$ cat config.mk
export PLATFORM = sky130hd
export DESIGN_NAME = form_urlencoded_to_json_text_top
export DESIGN_NICKNAME = d
export VERILOG_FILES = /design/src/fujt_pkg.sv /design/src/fujt_expand.sv /design/src/form_urlencoded_to_json_text_top.sv
export SDC_FILE = /design/constraint.sdc
export NUM_CORES = 1
export LEC_CHECK = 0
export ABC_CLOCK_PERIOD_IN_PS = 5800
export BUFFER_PORTS_ARGS = -buffer_cell sky130_fd_sc_hd__buf_2
export CAP_MARGIN = 10
export CORE_ASPECT_RATIO = 1.2
export CORE_MARGIN = 3
export CORE_UTILIZATION = 63
export CTS_CLUSTER_DIAMETER = 30
export DETAILED_ROUTE_END_ITERATION = 8
export PLACE_DENSITY = 0.81
export SETUP_SLACK_MARGIN = 0.15
export SLEW_MARGIN = 20
export SYNTH_ARGS = -nofsm -noshare
export SYNTH_HDL_FRONTEND = slang
export SYNTH_HIERARCHICAL = 1
export SYNTH_SLANG_ARGS = --single-unit
$ cat constraint.sdc
create_clock -name clk -period 5.8 [get_ports clk]
set_input_delay 0.58 -clock clk [delete_from_list [all_inputs] [get_ports clk]]
set_output_delay 0.58 -clock clk [all_outputs]
set_load 0.01 [all_outputs]
$ cat src/fujt_pkg.sv
// Package: shared types, character codes and hex decode for the form-urlencoded converter.
`timescale 1ns / 1ps

package fujt_pkg;

    // Parse phase of the current message
    typedef enum logic [1:0] {
        PH_START = 2'd0,
        PH_TEXT  = 2'd1,
        PH_HEX1  = 2'd2,
        PH_HEX2  = 2'd3
    } phase_t;

    // Parser state carried from one item to the next
    typedef struct packed {
        phase_t     phase;
        logic [3:0] hex_val;
        logic       hex_ok;
    } parse_state_t;

    // Most result bytes one item can cause
    localparam int MAX_RES = 9;
    localparam int CNT_W   = $clog2(MAX_RES + 1);
    localparam int IDX_W   = $clog2(MAX_RES);

    // Result bytes of one item, first byte at index 0
    typedef struct packed {
        logic [MAX_RES-1:0][7:0] bytes;
        logic [CNT_W-1:0]        count;
    } res_list_t;

    localparam logic [7:0] CH_NL    = 8'h0A;
    localparam logic [7:0] CH_SP    = 8'h20;
    localparam logic [7:0] CH_QUOTE = 8'h22;
    localparam logic [7:0] CH_PCT   = 8'h25;
    localparam logic [7:0] CH_AMP   = 8'h26;
    localparam logic [7:0] CH_PLUS  = 8'h2B;
    localparam logic [7:0] CH_COMMA = 8'h2C;
    localparam logic [7:0] CH_COLON = 8'h3A;
    localparam logic [7:0] CH_EQ    = 8'h3D;
    localparam logic [7:0] CH_QM    = 8'h3F;

    // Decode one hex digit: bit 4 set when valid, low nibble its value (zero if invalid)
    function automatic logic [4:0] hex_decode(input logic [7:0] c);
        logic [4:0] r;
        r = 5'd0;
        if (c >= 8'h30 && c <= 8'h39) begin
            r = {1'b1, 4'(c - 8'h30)};
        end else if (c >= 8'h61 && c <= 8'h66) begin
            r = {1'b1, 4'(c - 8'h57)};
        end else if (c >= 8'h41 && c <= 8'h46) begin
            r = {1'b1, 4'(c - 8'h37)};
        end
        return r;
    endfunction

endpackage

$ cat src/fujt_expand.sv
// Expander: turns one input byte and the parser state into its result bytes and next state.
`timescale 1ns / 1ps

module fujt_expand (
    input  logic [7:0]             in_byte,
    input  logic                   fin,
    input  fujt_pkg::parse_state_t st,
    output fujt_pkg::parse_state_t st_next,
    output fujt_pkg::res_list_t    list
);
    import fujt_pkg::*;

    logic [3:0]      pre_n;
    logic [2:0]      body_n;
    logic [3:0][7:0] body;
    logic [4:0]      hx;
    logic [3:0]      rel_body;
    logic [3:0]      rel_sfx;

    assign hx = hex_decode(in_byte);

    // Decode the body bytes and advance the parser
    always_comb
    begin
        body    = '0;
        body_n  = 3'd0;
        st_next = st;
        pre_n   = (st.phase == PH_START) ? 4'd2 : 4'd0;
        unique case (st.phase)
            PH_HEX1:
            begin
                st_next.hex_ok  = hx[4];
                st_next.hex_val = hx[3:0];
                st_next.phase   = PH_HEX2;
                if (fin)
                begin
                    body[0] = hx[4] ? {4'd0, hx[3:0]} : CH_QM;
                    body_n  = 3'd1;
                end
            end
            PH_HEX2:
            begin
                body_n = 3'd1;
                if (!st.hex_ok)
                    body[0] = CH_QM;
                else if (hx[4])
                    body[0] = {st.hex_val, hx[3:0]};
                else
                    body[0] = {4'd0, st.hex_val};
                st_next.phase = PH_TEXT;
            end
            PH_START, PH_TEXT:
            begin
                st_next.phase = PH_TEXT;
                priority if (in_byte == CH_PLUS)
                begin
                    body[0] = CH_SP;
                    body_n  = 3'd1;
                end
                else if (in_byte == CH_PCT)
                begin
                    st_next.phase = PH_HEX1;
                    if (fin)
                    begin
                        body[0] = CH_QM;
                        body_n  = 3'd1;
                    end
                end
                else if (in_byte == CH_AMP)
                begin
                    body   = {CH_QUOTE, CH_NL, CH_COMMA, CH_QUOTE};
                    body_n = 3'd4;
                end
                else if (in_byte == CH_EQ)
                begin
                    body   = {8'd0, CH_QUOTE, CH_COLON, CH_QUOTE};
                    body_n = 3'd3;
                end
                else
                begin
                    body[0] = in_byte;
                    body_n  = 3'd1;
                end
            end
            default:
            begin
                st_next = st;
            end
        endcase
        // Close the message and return to its start
        if (fin)
        begin
            st_next.phase   = PH_START;
            st_next.hex_val = 4'd0;
            st_next.hex_ok  = 1'b0;
        end
    end

    // Lay out prefix, body and suffix into one list
    always_comb
    begin
        rel_body   = 4'd0;
        rel_sfx    = 4'd0;
        list.bytes = '0;
        list.count = CNT_W'(pre_n + {1'b0, body_n} + (fin ? 4'd3 : 4'd0));
        for (int i = 0; i < MAX_RES; i++)
        begin
            rel_body = 4'(i) - pre_n;
            rel_sfx  = rel_body - {1'b0, body_n};
            if (4'(i) < pre_n)
                list.bytes[i] = (i == 0) ? CH_NL : CH_QUOTE;
            else if (rel_body < {1'b0, body_n})
                list.bytes[i] = body[rel_body[1:0]];
            else if (rel_sfx == 4'd0)
                list.bytes[i] = CH_QUOTE;
            else if (rel_sfx == 4'd1)
                list.bytes[i] = CH_COMMA;
            else
                list.bytes[i] = CH_NL;
        end
    end

endmodule

$ cat src/form_urlencoded_to_json_text_top.sv
// Top level: form-urlencoded body to JSON-like text converter with percent decoding.
//
//  channel  dir  tdata                 tlast            tuser
//  s_axis   in   [7:0] in_byte         end_of_message   -
//  m_axis   out  [7:0] out_byte        out_last         -
//
// Each input item expands into 0 to 9 result bytes, which leave one per cycle while m_tready
// is high; a plain byte inside a message passes at one item per cycle unless the output stalls,
// while '&', '=', the first byte of a message and message ends cause more than one byte each.
// A pending list register sits in front of the emit register, so the next item is taken while the
// current list still drains.
// Reset clears the parser to the start of a message and empties both list registers.
// A stall on the output holds the emit register; input stalls only once both are full.
`timescale 1ns / 1ps

module form_urlencoded_to_json_text_top (
    input  logic       clk,
    input  logic       rst_n,
    input  logic       s_tvalid,
    output logic       s_tready,
    input  logic [7:0] s_tdata,   // [7:0] in_byte
    input  logic       s_tlast,   // end_of_message
    output logic       m_tvalid,
    input  logic       m_tready,
    output logic [7:0] m_tdata,   // [7:0] out_byte
    output logic       m_tlast    // out_last
);
    import fujt_pkg::*;

    parse_state_t st_reg, st_next;
    res_list_t    new_list;
    res_list_t    pend_reg;
    res_list_t    emit_reg;
    logic         pend_vld_reg, pend_vld_next;
    logic         emit_vld_reg, emit_vld_next;
    logic [IDX_W-1:0] idx_reg, idx_next;
    logic         s_acc, load, move, emit_done;

    fujt_expand u_expand (
        .in_byte (s_tdata),
        .fin     (s_tlast),
        .st      (st_reg),
        .st_next (st_next),
        .list    (new_list)
    );

    // Handshake and list movement
    assign m_tvalid  = emit_vld_reg;
    assign m_tdata   = emit_reg.bytes[idx_reg];
    assign m_tlast   = (CNT_W'(idx_reg) + CNT_W'(1)) == emit_reg.count;
    assign emit_done = emit_vld_reg && m_tready && m_tlast;
    assign move      = pend_vld_reg && (!emit_vld_reg || emit_done);
    assign s_tready  = !pend_vld_reg || move;
    assign s_acc     = s_tvalid && s_tready;
    assign load      = s_acc && (new_list.count != '0);

    // Next valid flags and read index
    always_comb
    begin
        pend_vld_next = load ? 1'b1 : (move ? 1'b0 : pend_vld_reg);
        if (move)
            emit_vld_next = 1'b1;
        else if (emit_done)
            emit_vld_next = 1'b0;
        else
            emit_vld_next = emit_vld_reg;
        if (move || emit_done)
            idx_next = '0;
        else if (emit_vld_reg && m_tready)
            idx_next = idx_reg + IDX_W'(1);
        else
            idx_next = idx_reg;
    end

    // Control registers
    always_ff @(posedge clk or negedge rst_n)
    begin
        if (!rst_n)
        begin
            st_reg       <= '{phase: PH_START, hex_val: 4'd0, hex_ok: 1'b0};
            pend_vld_reg <= 1'b0;
            emit_vld_reg <= 1'b0;
            idx_reg      <= '0;
        end
        else
        begin
            if (s_acc)
                st_reg <= st_next;
            pend_vld_reg <= pend_vld_next;
            emit_vld_reg <= emit_vld_next;
            idx_reg      <= idx_next;
        end
    end

    // Payload registers
    always_ff @(posedge clk)
    begin
        if (load)
            pend_reg <= new_list;
        if (move)
            emit_reg <= pend_reg;
    end

    // Read index stays inside the list being emitted
    a_idx_in_range: assert property (@(posedge clk) disable iff (!rst_n)
        emit_vld_reg |-> (CNT_W'(idx_reg) < emit_reg.count))
        else $error("emit index past end of list");

    // A stored list is never empty
    a_pend_nonempty: assert property (@(posedge clk) disable iff (!rst_n)
        pend_vld_reg |-> (pend_reg.count != '0))
        else $error("empty list held pending");

    // Input stalls only with both list registers full
    a_stall_full: assert property (@(posedge clk) disable iff (!rst_n)
        !s_tready |-> (pend_vld_reg && emit_vld_reg))
        else $error("input stalled with free list register");

    // A stalled output byte holds its place
    a_idx_hold: assert property (@(posedge clk) disable iff (!rst_n)
        (emit_vld_reg && !m_tready) |=> ($stable(idx_reg) && emit_vld_reg))
        else $error("emit index moved during stall");

endmodule

Yosys cells after proc, flatten, opt, wreduce, memory -nomap -nowiden

Cells that the tools add are included.

Output and inout port bits: 11
Register bits: 165
Word-level logic and storage cells: 214
Bits of input ports: 13

$add $sub $neg: 24
Muxes and demuxes: 83
$lt $le $gt $ge: 34
Equal/unequal tests: 17
Reductions and logical operators: 30

Operators with widths:

| kind                                                                         | number |
|---|---|
| 8-bit 2-to-1 mux                                                             | 34 |
| 8-bit binary-select mux with 2-bit select                                    | 9 |
| 24-bit 2-to-1 mux                                                            | 3 |
| 6-bit 2-to-1 mux                                                             | 11 |
| 4-bit by 1-bit == test with 1-bit output, second input constant              | 9 |
| 4-bit logical NOT                                                            | 9 |
| 4-bit by 3-bit less-than comparator with 1-bit output                        | 9 |
| 4-bit by 3-bit subtractor with 4-bit output                                  | 9 |
| 8-bit binary-select mux with 4-bit select                                    | 1 |
| 8-bit by 6-bit == test with 1-bit output, second input constant              | 4 |
| 30-bit 2-to-1 mux                                                            | 1 |
| 2-bit by 3-bit less-than comparator with 1-bit output, second input constant | 9 |
| 8-bit one-hot mux with 3 select lines                                        | 1 |
| 5-bit 2-to-1 mux                                                             | 4 |
| 8-bit by 7-bit >= comparator with 1-bit output, second input constant        | 2 |
| 8-bit by 7-bit <= comparator with 1-bit output, second input constant        | 2 |
| 3-bit by 4-bit less-than comparator with 1-bit output, first input constant  | 4 |
| 3-bit by 4-bit subtractor with 4-bit output, first input constant            | 4 |
| 14-bit 2-to-1 mux                                                            | 1 |
| 2-bit 2-to-1 mux                                                             | 5 |
| 3-bit 2-to-1 mux                                                             | 3 |
| 3-bit one-hot mux with 3 select lines                                        | 1 |
| 8-bit by 6-bit >= comparator with 1-bit output, second input constant        | 1 |
| 8-bit by 6-bit <= comparator with 1-bit output, second input constant        | 1 |
| 27 further kinds                                                             | 51 |

Logic depth before layout (Yosys ltp)

Depth after elaboration: 11
Mapped depth: 15
Mapped depth without buffers: 13

Hierarchy

The synthesis kept the hierarchy.

Modules (own cells, without submodules):

| module                           | instances | area each (sq um) | cells each | seq. area each (sq um) |
|---|---|---|---|---|
| form_urlencoded_to_json_text_top | 1         | 5,801.8           | 261        | 4,889.7 |
| fujt_expand                      | 1         | 2,202.1           | 351        | 0.0 |

Worst setup path before layout

No wires, ideal clock.

Path type: in2reg
Start point: input port s_tdata[1]
End point: register pend_reg[0] (netlist bit) (enable)
Slack: 1.055 ns
Stages: 14
Required time: 5.393 ns
Library setup time: 0.407 ns
Buffers on the path: 1
Arrival: 4.337 ns
Path through: inv_1 ha_1 buf_2 and3_1 nor3b_1 inv_1 fa_1 inv_1 ha_1 inv_1 fa_1 inv_1 o41ai_1 o21ba_2

RTL lines:

| item                 | line                                   | text |
|---|---|---|
| from (decl)          | form_urlencoded_to_json_text_top.sv:21 | `input logic [7:0] s_tdata,` |
| to (signal assigned) | form_urlencoded_to_json_text_top.sv:99 | `pend_reg <= new_list;` |
| to (decl)            | form_urlencoded_to_json_text_top.sv:32 | `res_list_t pend_reg;` |

==> flow_summary_export.csv <==
group,metric,value,unit
synthesis,synth_cells,612,
placed_design,placedCellCount,770,
timing,finalSetupViolCount,0,
routing,dr_total_vias,5159,
worst_setup_path,critPathRequiredTime,5.90,ns
finish,final_util,71.7,%
worst_setup_path,critPathMaxFanout,49,
synthesis,synth_edf_count,152,
routing,antenna_left,0,
clock_network,cts.htree.levels,4,
synthesis,async_reset_ff_share,7.88,%
worst_setup_path,critPathKind,"in -> reg",
clock_network,cts_setup_buffers,0,
timing,slew_headroom,37.4,%
job,cap_violations,0,
timing,drv_slew,0,
power,vdd_drop_max,315,uV
global_routing,grt_max_degree,50,
finish,diodes,0,
synthesis,seq_area_frac_synth,61.1,%
global_routing,grt_pass1_vias,5067,
placed_design,io_buffers,23,
clock_network,postCtsHoldBufs,0,
routing,drt-wirelength-per-cell,23.4,um
synthesis,netlist.area_leader.share,57.0,%
routing,first_pass_iters,6,
timing,hold_viol,0,
timing,hold_ws,0.0818,ns
finish,final_common_cell,"edfxtp_1",
clock_network,clock_sinks,165,
power,swShare,34.8,%
synthesis,syn_area_per_cell,13.1,sq um
worst_setup_path,r2r_setup_slack,1.56,ns
die,die_area,14100,sq um
synthesis,syn_area,8000,sq um
finish,final_cell_mix,"edfxtp_1, nand2_1, nor2_1, o21ai_0, inv_1",
clock_network,worst_skew_pair.late_latency,0.42,ns
clock_network,clk_pin_slew_worst_paths,0.08,ns
die,ios,24,
synthesis,synth-seq-cells,165,
worst_setup_path,r2r_start,"st_reg[6]",
die,row_count,44,
finish,drive_gt1_share,15.8,%
power,pwr-share-comb,30.4,%
hold_path,holdCritPathClass,"in -> async",
timing,worst-slew-pin-transition,0.927,ns
power,p_int,0.00263,W
global_routing,grtUsageTotal,28.1,%
die,core_area,12300,sq um
die,die_h,129,um
clock_network,cts_buffers,17,
synthesis,yosys-top-cells-area,"edfxtp_1, mux4_2, dfrtp_1",
worst_setup_path,r2r-end,"pend_reg[71]",
clock_network,cts_tree,"done",
power,seqPwrFrac,42.6,%
clock_network,clk_path_buf_depth,2,
finish,fin_cells,802,
routing,avgViaCountPerCell,6.43,
die,start_util,65.2,%
routing,drt_iter0_drc,571,
clock_network,ctsResizeCount,0,
clock_network,root_buffer,"clkbuf_16",
global_routing,grt_pass1_wl,28.6,mm
timing,rsz0062_at_grt,"false",
routing,drcViolationCount,0,
run_status,status,"finished clean",
power,powerDensity,459,nW/um^2
worst_setup_path,crit_path_start_kind,"primary input",
placed_design,hpwl,12.8,mm
synthesis,ys_warn_count,6,
timing,fin_skew,0.0126,ns
finish,final_nets,665,
worst_setup_path,critPathCaptureType,"flop",
synthesis,ys.flop_type,"edfxtp_1",
worst_setup_path,cp.arrival,4.68,ns
finish,area_growth,9.93,%
timing,period_share,78.9,%
global_routing,antenna_found_initial,0,
synthesis,synth_top_cell_by_area,"edfxtp_1",
placed_design,place_congestion,0.926,
power,p_switching,0.00141,W
timing,tns,0,ns
global_routing,overflow,0,
routing,wirelength,18.8,mm
timing,min_period,4.58,ns
timing,worst_slack,1.22,ns
synthesis,synth.distinct_cells,82,
power,power_leakage,3.12,nW
die,die_w,109,um
timing,fmax,218,MHz
placed_design,preCtsSetupSlack,0.883,ns
worst_setup_path,reg2reg_depth,11,
power,clkPwrFrac,27.0,%
## stage by stage
| stage | cell area, sq um | power (W) |
|---|---|---|
| after floorplan | 8050 | 0.00256 |
| after global placement | 8210 | 0.00290 |
| after detailed placement | 8210 | 0.00294 |
| after CTS | 8800 | 0.00404 |
| after global routing | 8800 | 0.00421 |
| final | 8800 | 0.00404 |
## layer usage
| layer | vias up | global-route usage [%] | wire, um | share of wire [%] |
|---|---|---|---|---|
| met5 | - | 0 | 0 | 0 |
| met3 | 49 | 6.53 | 1440 | 7.7 |
| li1 | 2321 | - | - | - |
| met4 | 0 | 12.6 | 751 | 4.0 |
| met1 | 2490 | 34.7 | 7160 | 38 |
| met2 | 299 | 47.3 | 9430 | 50 |
## synth_stat cells, drive strengths merged, types with 5 or more instances
cell type / n
inv: 26
mux4: 16
nor3b: 6
mux2i: 10
ha: 19
nor2b: 6
xnor2: 5
clkbuf: 19
o211ai: 6
a31oi: 12
a21o: 6
a21oi: 20
and3: 5
edfxtp: 152
dfrtp: 13
buf: 26
or3: 5
nor2: 46
o21ai: 31
fa: 5
nand2: 62
nor3: 16
nand3: 10
nand2b: 8
mux2: 8
a211oi: 5
## layout make-up
cell class	count	area, sq um
Tap cell	161	201
Sequential cell	165	4890
Inverter	28	108
Fill cell	736	3480
Timing Repair Buffer	31	188
Clock inverter	15	163
Multi-Input combinational cell	385	2820
Clock buffer	17	425
## power groups by stage
stage               sequential [W]  clock [W]  combinational (W)
floorplan                  0.00164          0           0.000925
global placement           0.00173          0            0.00117
detailed placement         0.00174          0            0.00120
CTS                        0.00172    0.00110            0.00122
global route               0.00174    0.00115            0.00133
finish                     0.00172    0.00109            0.00123
## worst max-delay path by stage
stage	endpoint	slack, ns	cells past startpoint	from
after floorplan	pend_reg[0]	1.06	14	s_tdata[1]
after global placement	pend_reg[37]	1.09	15	s_tdata[1]
after detailed placement	pend_reg[37]	0.88	15	s_tdata[1]
after CTS	pend_reg[38]	1.27	15	s_tdata[1]
after global routing	pend_reg[6]	0.91	15	s_tdata[1]
final	pend_reg[71]	1.22	15	s_tdata[1]
## cells by family after synthesis
family / count (synthesis) / synth area share (%)
AND/OR/NAND/NOR: 180 / 11.4
flip-flops: 165 / 61.1
AO/OA/AOI/OAI: 127 / 11.0
buffers and inverters: 73 / 4.24
multiplexers: 34 / 6.88
adder cells (fa/ha/maj): 24 / 4.22
XOR/XNOR: 8 / 1.16
other: 1 / 0.0469
## critical path, cell delays in order
cell and delay, ns:
buf_2 0.13, inv_1 0.11, ha_1 0.47, and3_1 0.26, nor3b_1 0.54, inv_1 0.24, fa_1 0.54, inv_1 0.05
ha_1 0.18, inv_1 0.07, fa_1 0.43, inv_1 0.10, o41ai_1 0.08, o21ba_4 0.53, buf_12 0.31
Power figures use the tool's default switching activity.
